**src/sorted_key_table_macros.svh**
```systemverilog
// assertion macros for the sorted key table
// used by files that check their own logic; expects i_clk and i_rst_n in scope
`ifndef SORTED_KEY_TABLE_MACROS_SVH
`define SORTED_KEY_TABLE_MACROS_SVH

// same-cycle implication, disabled during reset
`define SKT_ASSERT_NOW(label, ante, cons, msg) \
    label: assert property (@(posedge i_clk) disable iff (!i_rst_n) (ante) |-> (cons)) \
        else $error(msg);

// next-cycle implication, disabled during reset
`define SKT_ASSERT_NEXT(label, ante, cons, msg) \
    label: assert property (@(posedge i_clk) disable iff (!i_rst_n) (ante) |=> (cons)) \
        else $error(msg);

`endif

```
**src/skt_pkg.sv**
```systemverilog
// shared types and constants for the sorted key table
// no dependencies
`timescale 1ns / 1ps

package skt_pkg;

    localparam int CAPACITY = 16;
    localparam int KEY_W    = 32;
    localparam int OP_W     = 2;
    localparam int STAT_W   = 2;
    localparam int POS_W    = 4;
    localparam int COUNT_W  = 5;
    localparam int CNT_W    = $clog2(CAPACITY + 1);
    localparam int IN_DW    = 32;
    localparam int OUT_DW   = 16;

    typedef enum logic [OP_W-1:0] {
        OP_INSERT = 2'd0,
        OP_SEARCH = 2'd1,
        OP_DELETE = 2'd2,
        OP_CLEAR  = 2'd3
    } t_op;

    localparam logic [STAT_W-1:0] ST_OK       = 2'd0;
    localparam logic [STAT_W-1:0] ST_NOTFOUND = 2'd1;
    localparam logic [STAT_W-1:0] ST_FULL     = 2'd2;

    typedef enum logic [1:0] {
        S_IDLE,
        S_CMP,
        S_UPD
    } t_state;

    // control broadcast to every cell of the row
    typedef struct packed {
        logic cmp;
        logic ins;
        logic del;
    } t_cell_ctl;

endpackage

```
**src/skt_cell.sv**
```systemverilog
// one cell of the sorted key row: holds one key and its compare flags
// depends on skt_pkg
`timescale 1ns / 1ps

module skt_cell (
    input  logic                           i_clk,
    input  logic                           i_rst_n,
    input  skt_pkg::t_cell_ctl             i_ctl,
    input  logic                           i_occ,
    input  logic signed [skt_pkg::KEY_W-1:0] i_key,
    input  logic signed [skt_pkg::KEY_W-1:0] i_left_key,
    input  logic signed [skt_pkg::KEY_W-1:0] i_right_key,
    input  logic                           i_prev_lt,
    output logic signed [skt_pkg::KEY_W-1:0] o_key,
    output logic                           o_lt,
    output logic                           o_eq,
    output logic                           o_bnd
);
    import skt_pkg::*;

    logic signed [KEY_W-1:0] r_key;
    logic signed [KEY_W-1:0] n_key;
    logic                    r_lt;
    logic                    r_eq;
    logic                    w_bnd;

    // first cell not below the key: left neighbor below, this one not
    assign w_bnd = i_prev_lt && !r_lt;

    // compare flags against the broadcast key
    always_ff @(posedge i_clk) begin
        if (!i_rst_n) begin
            r_lt <= 1'b0;
            r_eq <= 1'b0;
        end else if (i_ctl.cmp) begin
            r_lt <= i_occ && (r_key < i_key);
            r_eq <= i_occ && (r_key == i_key);
        end
    end

    // insert opens a gap by shifting up, delete closes it by shifting down
    always_comb begin
        n_key = r_key;
        if (i_ctl.ins) begin
            if (w_bnd) begin
                n_key = i_key;
            end else if (!r_lt) begin
                n_key = i_left_key;
            end
        end else if (i_ctl.del) begin
            if (!r_lt) begin
                n_key = i_right_key;
            end
        end
    end

    always_ff @(posedge i_clk) begin
        r_key <= n_key;
    end

    assign o_key = r_key;
    assign o_lt  = r_lt;
    assign o_eq  = r_eq;
    assign o_bnd = w_bnd;

endmodule

```
**src/sorted_key_table.sv**
```systemverilog
// Sorted key table: a row of key cells kept in ascending order.
// Input channel s_axis: tuser carries the operation (insert, search, delete,
// clear), tdata the signed 32-bit key. Output channel m_axis: tuser carries
// the status (done or found, not found, table full), tdata the position and
// the entry count after the operation.
// Each accepted item gives exactly one result item.
// Sequence: the item is taken in the idle state, every cell then compares its
// key with the item's key in the compare state, and in the update state the
// row shifts by one place (up on insert, down on delete) while the result is
// loaded into the output register. The input is ready only in the idle state,
// so a new item is taken only once the last one has been through the update.
// The output register parts the two sides: the next item is taken while a
// result still waits. If the receiver stalls with a result pending, the
// shift step of the next item holds until the register frees up.
// Reset empties the table at once (the count is cleared; stored keys are
// only read below the count) and drops any pending result.
// depends on skt_pkg, skt_cell and sorted_key_table_macros.svh
`timescale 1ns / 1ps

module sorted_key_table (
    input  logic                        i_clk,
    input  logic                        i_rst_n,
    input  logic                        s_axis_tvalid,
    output logic                        s_axis_tready,
    input  logic [skt_pkg::IN_DW-1:0]   s_axis_tdata,  // key[31:0]
    input  logic [skt_pkg::OP_W-1:0]    s_axis_tuser,  // operation[1:0]
    output logic                        m_axis_tvalid,
    input  logic                        m_axis_tready,
    output logic [skt_pkg::OUT_DW-1:0]  m_axis_tdata,  // position[3:0], entry_count[8:4], zeros
    output logic [skt_pkg::STAT_W-1:0]  m_axis_tuser   // status[1:0]
);
    import skt_pkg::*;

    `include "sorted_key_table_macros.svh"

    t_state                  r_state;
    t_state                  n_state;
    t_op                     r_op;
    logic signed [KEY_W-1:0] r_key;
    logic [CNT_W-1:0]        r_count;
    logic [CNT_W-1:0]        n_count;

    logic                    r_out_valid;
    logic [STAT_W-1:0]       r_out_status;
    logic [POS_W-1:0]        r_out_pos;
    logic [COUNT_W-1:0]      r_out_cnt;

    t_cell_ctl               w_ctl;
    logic                    w_commit;
    logic                    w_full;
    logic                    w_found;
    logic [STAT_W-1:0]       w_status;
    logic [POS_W-1:0]        w_pos;
    logic [POS_W-1:0]        w_bnd_pos;

    logic signed [KEY_W-1:0] w_cell_key [CAPACITY];
    logic [CAPACITY-1:0]     w_occ;
    logic [CAPACITY-1:0]     w_lt;
    logic [CAPACITY-1:0]     w_eq;
    logic [CAPACITY-1:0]     w_bnd;

    assign w_full = (r_count == CNT_W'(CAPACITY));

    // row of cells, each linked to its neighbors
    for (genvar g = 0; g < CAPACITY; g++) begin : g_cell
        logic                    w_prev_lt;
        logic signed [KEY_W-1:0] w_left;
        logic signed [KEY_W-1:0] w_right;

        assign w_occ[g] = (r_count > CNT_W'(g));

        if (g == 0) begin : g_first
            assign w_prev_lt = 1'b1;
            assign w_left    = r_key;
        end else begin : g_mid
            assign w_prev_lt = w_lt[g-1];
            assign w_left    = w_cell_key[g-1];
        end

        if (g == CAPACITY - 1) begin : g_last
            assign w_right = w_cell_key[g];
        end else begin : g_inner
            assign w_right = w_cell_key[g+1];
        end

        skt_cell u_cell (
            .i_clk       (i_clk),
            .i_rst_n     (i_rst_n),
            .i_ctl       (w_ctl),
            .i_occ       (w_occ[g]),
            .i_key       (r_key),
            .i_left_key  (w_left),
            .i_right_key (w_right),
            .i_prev_lt   (w_prev_lt),
            .o_key       (w_cell_key[g]),
            .o_lt        (w_lt[g]),
            .o_eq        (w_eq[g]),
            .o_bnd       (w_bnd[g])
        );
    end

    // index of the boundary cell, masked to the field width
    always_comb begin
        w_bnd_pos = '0;
        for (int i = 0; i < CAPACITY; i++) begin
            if (w_bnd[i]) begin
                w_bnd_pos = w_bnd_pos | POS_W'(i);
            end
        end
    end

    assign w_found = |(w_bnd & w_eq);

    // state register
    always_ff @(posedge i_clk) begin
        if (!i_rst_n) begin
            r_state <= S_IDLE;
        end else begin
            r_state <= n_state;
        end
    end

    // next state, cell control and result
    always_comb begin
        n_state       = r_state;
        s_axis_tready = 1'b0;
        w_commit      = 1'b0;
        w_ctl         = '0;
        w_status      = ST_OK;
        w_pos         = '0;
        n_count       = r_count;
        unique case (r_op)
            OP_INSERT: begin
                if (w_full) begin
                    w_status = ST_FULL;
                end else begin
                    w_pos   = w_bnd_pos;
                    n_count = r_count + 1'b1;
                end
            end
            OP_SEARCH: begin
                if (w_found) begin
                    w_pos = w_bnd_pos;
                end else begin
                    w_status = ST_NOTFOUND;
                end
            end
            OP_DELETE: begin
                if (w_found) begin
                    w_pos   = w_bnd_pos;
                    n_count = r_count - 1'b1;
                end else begin
                    w_status = ST_NOTFOUND;
                end
            end
            OP_CLEAR: begin
                n_count = '0;
            end
            default: begin
                n_count = r_count;
            end
        endcase
        unique case (r_state)
            S_IDLE: begin
                s_axis_tready = 1'b1;
                if (s_axis_tvalid) begin
                    n_state = S_CMP;
                end
            end
            S_CMP: begin
                w_ctl.cmp = 1'b1;
                n_state   = S_UPD;
            end
            S_UPD: begin
                if (!r_out_valid || m_axis_tready) begin
                    w_commit  = 1'b1;
                    w_ctl.ins = (r_op == OP_INSERT) && !w_full;
                    w_ctl.del = (r_op == OP_DELETE) && w_found;
                    n_state   = S_IDLE;
                end
            end
            default: begin
                n_state = S_IDLE;
            end
        endcase
    end

    // item capture
    always_ff @(posedge i_clk) begin
        if (s_axis_tvalid && s_axis_tready) begin
            r_op  <= t_op'(s_axis_tuser);
            r_key <= s_axis_tdata[KEY_W-1:0];
        end
    end

    // entry count
    always_ff @(posedge i_clk) begin
        if (!i_rst_n) begin
            r_count <= '0;
        end else if (w_commit) begin
            r_count <= n_count;
        end
    end

    // output register
    always_ff @(posedge i_clk) begin
        if (!i_rst_n) begin
            r_out_valid <= 1'b0;
        end else if (w_commit) begin
            r_out_valid <= 1'b1;
        end else if (m_axis_tready) begin
            r_out_valid <= 1'b0;
        end
    end

    always_ff @(posedge i_clk) begin
        if (w_commit) begin
            r_out_status <= w_status;
            r_out_pos    <= w_pos;
            r_out_cnt    <= COUNT_W'(n_count);
        end
    end

    assign m_axis_tvalid = r_out_valid;
    assign m_axis_tuser  = r_out_status;
    assign m_axis_tdata  = {(OUT_DW - POS_W - COUNT_W)'(0), r_out_cnt, r_out_pos};

    // checks on the row and the sequencer
    `SKT_ASSERT_NOW(a_count_bound, 1'b1, r_count <= CNT_W'(CAPACITY),
        "entry count above capacity")
    `SKT_ASSERT_NOW(a_one_boundary, r_state == S_UPD, $onehot0(w_bnd),
        "more than one boundary cell in the row")
    `SKT_ASSERT_NOW(a_full_count, w_commit && w_status == ST_FULL, w_full,
        "full status with free cells")
    `SKT_ASSERT_NEXT(a_accept_cmp, s_axis_tvalid && s_axis_tready, r_state == S_CMP,
        "accepted item did not start a compare")

endmodule

```
**config.mk**
```make
export PLATFORM = sky130hd
export DESIGN_NAME = sorted_key_table
export DESIGN_NICKNAME = d
export VERILOG_FILES = /design/src/skt_pkg.sv /design/src/skt_cell.sv /design/src/sorted_key_table.sv
export VERILOG_INCLUDE_DIRS = /design/src /design/src/src
export SDC_FILE = /design/constraint.sdc
export NUM_CORES = 2
export LEC_CHECK = 0
export ABC_AREA = 0
export BUFFER_PORTS_ARGS = -buffer_cell sky130_fd_sc_hd__clkbuf_2
export CORE_ASPECT_RATIO = 0.7
export CORE_MARGIN = 1
export CORE_UTILIZATION = 59
export CTS_BUF_LIST = sky130_fd_sc_hd__clkbuf_16
export CTS_CLUSTER_DIAMETER = 60
export DETAILED_ROUTE_END_ITERATION = 6
export PLACE_DENSITY = 0.78
export SYNTH_ARGS = -nofsm -noshare
export SYNTH_HDL_FRONTEND = slang
export SYNTH_HIERARCHICAL = 1
export SYNTH_SLANG_ARGS = --single-unit
```
**constraint.sdc**
```tcl
create_clock -name i_clk -period 5.3 [get_ports i_clk]
set_input_delay 1.59 -clock i_clk [delete_from_list [all_inputs] [get_ports i_clk]]
set_output_delay 1.59 -clock i_clk [all_outputs]
set_load 0.01 [all_outputs]
```
[After elaboration in Yosys (flattened, before gate mapping)]
Index checks and enable logic that the tools add are counted.
Widths: inputs -> output; s select.
Operators by class
  $add $sub $neg: 2
  $mul: 0
  divide/modulo/power cells: 0
  magnitude comparators: 32
  eq/ne operators: 55
  shifts and indexed selects: 0
  muxes and demuxes: 111
  bitwise gates (word level): 1
  reduce and logical (&&, ||, !) cells: 92
Operators with widths (count)
  $mux 32: 76
  $eq 32x32->1: 16
  $lt 32x32->1: 16
  $logic_and 1x1->1: 50
  $reduce_and 3->1: 15
  $gt 5x4->1 const B: 8
  $mux 4: 10
  $ne 2x2->1 const B: 18
  $ne 2x1->1 const B: 15
  $gt 5x3->1 const B: 4
  $logic_not 1->1: 18
  $and 16x16->16: 1
  $reduce_or 16->1: 1
  $pmux 5 s3: 1
  $mux 2: 7
  $mux 3: 4
  $gt 5x1->1 const B: 2
  $gt 5x2->1 const B: 2
  $mux 5: 2
  $mux 1: 8
  $pmux 4 s2: 1
  $eq 2x2->1 const B: 3
  $pmux 2 s3: 1
  $add 5x1->5 const B: 1
  9 further kinds: 13
Word-level totals
  flip-flop bits (word level): 597
  bits in latches: 0
  bits in writable memories: 0
  memory bits (read-only): 0
  input bits: 38
  output and inout bits: 20
  word-level logic and storage cells: 349
  memories kept: 0

[Depth between registers and ports, before layout]
  depth in word-level cells: 19
  mapped depth: 10
  mapped depth without buffers: 9

[Cells and area by module]
Netlist, hierarchy kept.
By module, submodules not included
  skt_cell: times used 16, cells an instance 268, area an instance 2511.2 sq um, sequential area each 1001.0 sq um
  sorted_key_table: times used 1, cells an instance 231, area an instance 2615.0 sq um, sequential area each 1511.4 sq um

[Worst setup path after synthesis]
Ideal clock, no wire load.
  kind: input port to flip-flop
  from: input m_axis_tready
  to: register g_cell[0].u_cell.r_key[0] (enable)
  library setup time: 0.421 ns
  arrival: 4.806 ns
  required time: 4.879 ns
  setup slack: 0.073 ns
  cell stages on the path: 7
  buffers on the path: 2
  cell sequence: nand2b_1 > nand2b_1 > nor2_1 > clkbuf_1 > clkbuf_1 > nor2_1 > nor2_1
RTL lines
  start: declaration: line sorted_key_table.sv:28  | input logic m_axis_tready,
  end signal: assignment: line skt_cell.sv:58  | r_key <= n_key;
  end: declaration: line skt_cell.sv:21  | logic signed [KEY_W-1:0] r_key;

==> results.rst <==
.. list-table::
   :header-rows: 1

   * - Metric
     - Value
   * - Clock tree from TritonCTS
     - done
   * - Most used standard cell by instance count after synthesis
     - a21oi_1
   * - Internal power summed over all cells
     - 7.95 mW
   * - Number of buffers inserted for hold repair after clock tree synthesis
     - 0
   * - Max_cap viols
     - 0
   * - Leakage dissipation
     - 18.9 nW
   * - Count of unique library cells instantiated by Yosys
     - 53
   * - Share of final-layout standard cells stronger than drive strength 1
     - 6.30%
   * - Arrival time reported for the critical path endpoint
     - 4.24 ns
   * - Share of the core filled with cells
     - 64.8%
   * - # DRC
     - 0
   * - Final Max Slew Viols
     - 0
   * - Reg power frac
     - 49.7%
   * - Width of the die
     - 324 µm
   * - Post-synthesis to final-layout area growth
     - 8.46%
   * - Critical path type
     - reg2reg
   * - Average size of a mapped cell
     - 9.47 µm²
   * - Cell Pwr Density
     - 229 nW/µm²
   * - Cells after DPL
     - 5440
   * - Sink count of the clock tree
     - 597
   * - Kind of path behind the tightest hold check
     - reg2reg
   * - Initial Util
     - 59.8%
   * - Setup fix buffers added after clock tree synthesis
     - 0
   * - Worst-case reg-to-reg path depth
     - 10
   * - Overall via count from detail_route
     - 34.0k
   * - Reported net switching power
     - 2.69 mW
   * - Via/cell ratio
     - 6.13
   * - Global router's overall resource usage
     - 29.4%
   * - Post-layout net count
     - 5095
   * - Min Hold Slack
     - 0.485 ns
   * - Flip-flop and latch count after synthesis
     - 597
   * - Source of the critical timing path
     - r_count[0]$_SDFFE_PN0P_
   * - Root Driver
     - clkbuf_16
   * - Sw Ratio
     - 25.3%
   * - Count of H-tree levels built during CTS
     - 2
   * - Proportion of register bits with asynchronous set or reset after synthesis
     - 0%
   * - Minimum setup slack among reg-to-reg paths
     - 1.53 ns
   * - Post-synth EDFFs
     - 557
   * - Worst setup skew after layout
     - 0.0258 ns
   * - First-pass GRT wire length
     - 173000 µm
   * - Max rail drop VDD
     - 260 µV
   * - Sum Neg Setup Slack
     - 0 ns
   * - Antenna violation net count after detailed routing
     - 0
   * - Syn Inst Count
     - 4519
   * - Clock buffer count from CTS
     - 59
   * - Core footprint
     - 71600 µm²
   * - F_max
     - 266 MHz
   * - Area of the multi-input gates
     - 22700 µm²
   * - Clock latency on the worst-skew pair
     - 0.66 ns
   * - Synth top area cells
     - edfxtp_1, ha_1, mux2i_1
   * - Ys Warns
     - 6
   * - Number of top-level pins
     - 58
   * - Dominant cell type by area after synthesis
     - edfxtp_1
   * - Status
     - finished clean
   * - Die ar.
     - 73600 µm²
   * - Reg-to-Reg End
     - g_cell[9].u_cell/o_key[7]$_DFFE_PP_
   * - Layout Cell Area excl Fill
     - 46400 µm²
   * - Relative max-transition margin
     - 24.2%
   * - Dominant register cell in the synthesized netlist
     - edfxtp_1
   * - Number of DRC violations after detailed-routing iteration 0
     - 3402
   * - Fraction of power consumed by the clock network
     - 40.7%
   * - Ratio of final minimum period to clock period
     - 71.0%
   * - Required @ worst endpoint
     - 5.77 ns
   * - Filler cells
     - 5744
   * - Standard cell area after detailed placement
     - 44500 µm²
   * - Most frequent cells after synthesis
     - a21oi_1, nor2_1, edfxtp_1, ha_1, inv_1
   * - CTS resizes
     - 0
   * - Routed wire length
     - 110000 µm
   * - Post-synthesis instance area
     - 42800 µm²
   * - Minimum period implied by the final worst setup slack
     - 3.77 ns
   * - Share of Yosys cell area claimed by the top area cell type
     - 39.1%
   * - Relative contribution of combinational cells to total power
     - 9.6%
   * - Setup-violating endpoint count in the final report
     - 0
   * - Detailed Place HPWL
     - 80200 µm
   * - Max Fanout on Critical Path
     - 75
   * - Antenna diode count
     - 0
   * - Count of buffers from port buffering
     - 50
   * - Average wire length per cell after detail routing
     - 19.7 µm
   * - Standard-cell rows
     - 82
   * - Die Height
     - 227 µm
   * - GRT overflow
     - 0
   * - Number of buffers between clock root and the deepest sink
     - 3
   * - Total iterations of the first detailed-routing run
     - 7
   * - Setup repair after global routing missed its margin
     - no
   * - CP Capture Type
     - register
   * - Transition time at the pin with the least slew margin
     - 1.14 ns
   * - Total power draw
     - 10.6 mW
   * - Clock slew at the register clock pins of the worst setup and hold paths
     - 0.06 ns
   * - Worst Setup Slack, final
     - 1.53 ns
   * - Storage cell area
     - 17500 µm²
   * - Number of hold-slack violations in the final timing report
     - 0
   * - Vias in the first global route
     - 32.2k
   * - Portion of the post-synthesis area used by sequential elements
     - 41.0%
   * - Maximum number of pins on one net before global-route repair
     - 140
   * - Number of standard cells in the layout, taps in and fillers out
     - 5552
   * - End of the critical path
     - g_cell[9].u_cell/o_key[7]$_DFFE_PP_
   * - Initial antenna violation count
     - 2
   * - Placer Congestion
     - 0.897
   * - Setup crit start kind
     - register
   * - Beginning of the worst register-to-register path
     - r_count[0]$_SDFFE_PN0P_
   * - Worst Setup Slack post-DPL
     - 1.11 ns
-- kinds of logic (layout without fill, tap and decap cells) --
family | after synthesis | in the layout | share of synthesized area, %
other cells | 2 | 8 | 0.0175
mux | 515 | 515 | 12.1
fa+ha+maj | 522 | 522 | 15.3
buf+inv | 715 | 776 | 6.48
xor+xnor | 2 | 2 | 0.0409
flops | 597 | 597 | 41.0
compound gates | 976 | 976 | 12.7
simple gates | 1190 | 1190 | 12.5
-- cell usage in the layout (no fill, tap or decap), drive strengths merged, types with 2 or more instances in the layout --
cell      netlist  routed
a21oi         741     741
nor2          637     637
edfxtp        557     557
inv           521     535
ha            522     522
mux2i         513     513
nand2         186     186
nand4         128     128
clkbuf        121     110
buf            72      92
nand3          72      72
o21ai          63      63
dfxtp          40      40
nor4           39      39
nor2b          36      36
o211ai         35      35
a21boi         33      33
clkinv          1      26
a22oi          24      24
nand2b         22      22
a211oi         20      20
nor3           20      20
or3            19      19
nor3b          18      18
o31a           17      17
a221o          16      16
a21o           16      16
conb            2       8
bufinv          0       7
a31oi           6       6
clkinvlp        0       6
and2            4       4
and3            3       3
o31ai           2       2
mux2            2       2
xnor2           2       2
o2111ai         2       2
-- power groups by stage --
stage               Combinational (mW)  Sequential (mW)  Clock, mW
global placement                 0.938             5.39          0
finish                            1.02             5.29       4.32
global route                      1.15             5.30       4.54
detailed placement               0.993             5.39          0
CTS                               1.01             5.29       4.38
floorplan                        0.670             5.38          0
-- critical path: stages, from the launching register on --
cell and delay (ns):
dfxtp_1 0.65, inv_1 0.25, ha_1 0.30, nand4bb_1 0.13
nand2_1 0.19, nor2_4 0.78, buf_12 0.27, buf_12 0.30
buf_12 0.29, nor2_1 0.10, a21oi_1 0.19
-- registers in the layout, summed over array words and instances (netlist names), 4 cells and up --
name,cells
r_count,5
r_out_cnt,5
g_cell.u_cell/o_eq,16
r_out_pos,4
g_cell.u_cell/o_lt,16
g_cell.u_cell/o_key,512
g_cell.w_left,32
-- how the worst min path moves through the flow --
stage | cells past startpoint | to | start
detailed placement | 2 | g_cell[1].u_cell/o_eq$_SDFFE_PN0P_ | g_cell[1].u_cell/o_eq$_SDFFE_PN0P_
global placement | 2 | g_cell[1].u_cell/o_eq$_SDFFE_PN0P_ | g_cell[1].u_cell/o_eq$_SDFFE_PN0P_
floorplan | 2 | g_cell[0].u_cell/o_eq$_SDFFE_PN0P_ | g_cell[0].u_cell/o_eq$_SDFFE_PN0P_
CTS | 2 | g_cell[1].u_cell/o_eq$_SDFFE_PN0P_ | g_cell[1].u_cell/o_eq$_SDFFE_PN0P_
finish | 2 | g_cell[1].u_cell/o_eq$_SDFFE_PN0P_ | g_cell[1].u_cell/o_eq$_SDFFE_PN0P_
global route | 2 | g_cell[1].u_cell/o_eq$_SDFFE_PN0P_ | g_cell[1].u_cell/o_eq$_SDFFE_PN0P_
-- metal layers --
layer / up-vias / global-route usage, % / wire (µm)
met5: - / 0 / 13
met4: 2 / 5.81 / 1640
met3: 129 / 4.85 / 9850
met2: 1244 / 44.0 / 46400
met1: 16400 / 44.8 / 51600
li1: 16300 / - / -
-- area by class of cell --
cell class | count | share of cell area [%]
clock buffer | 60 | 3.24
clock inverter | 52 | 0.938
inverter | 522 | 4.22
multi-input combinational | 3213 | 48.9
sequential | 597 | 37.8
tap | 966 | 2.60
timing repair buffer | 142 | 2.30
Power figures use the tool's default switching activity.
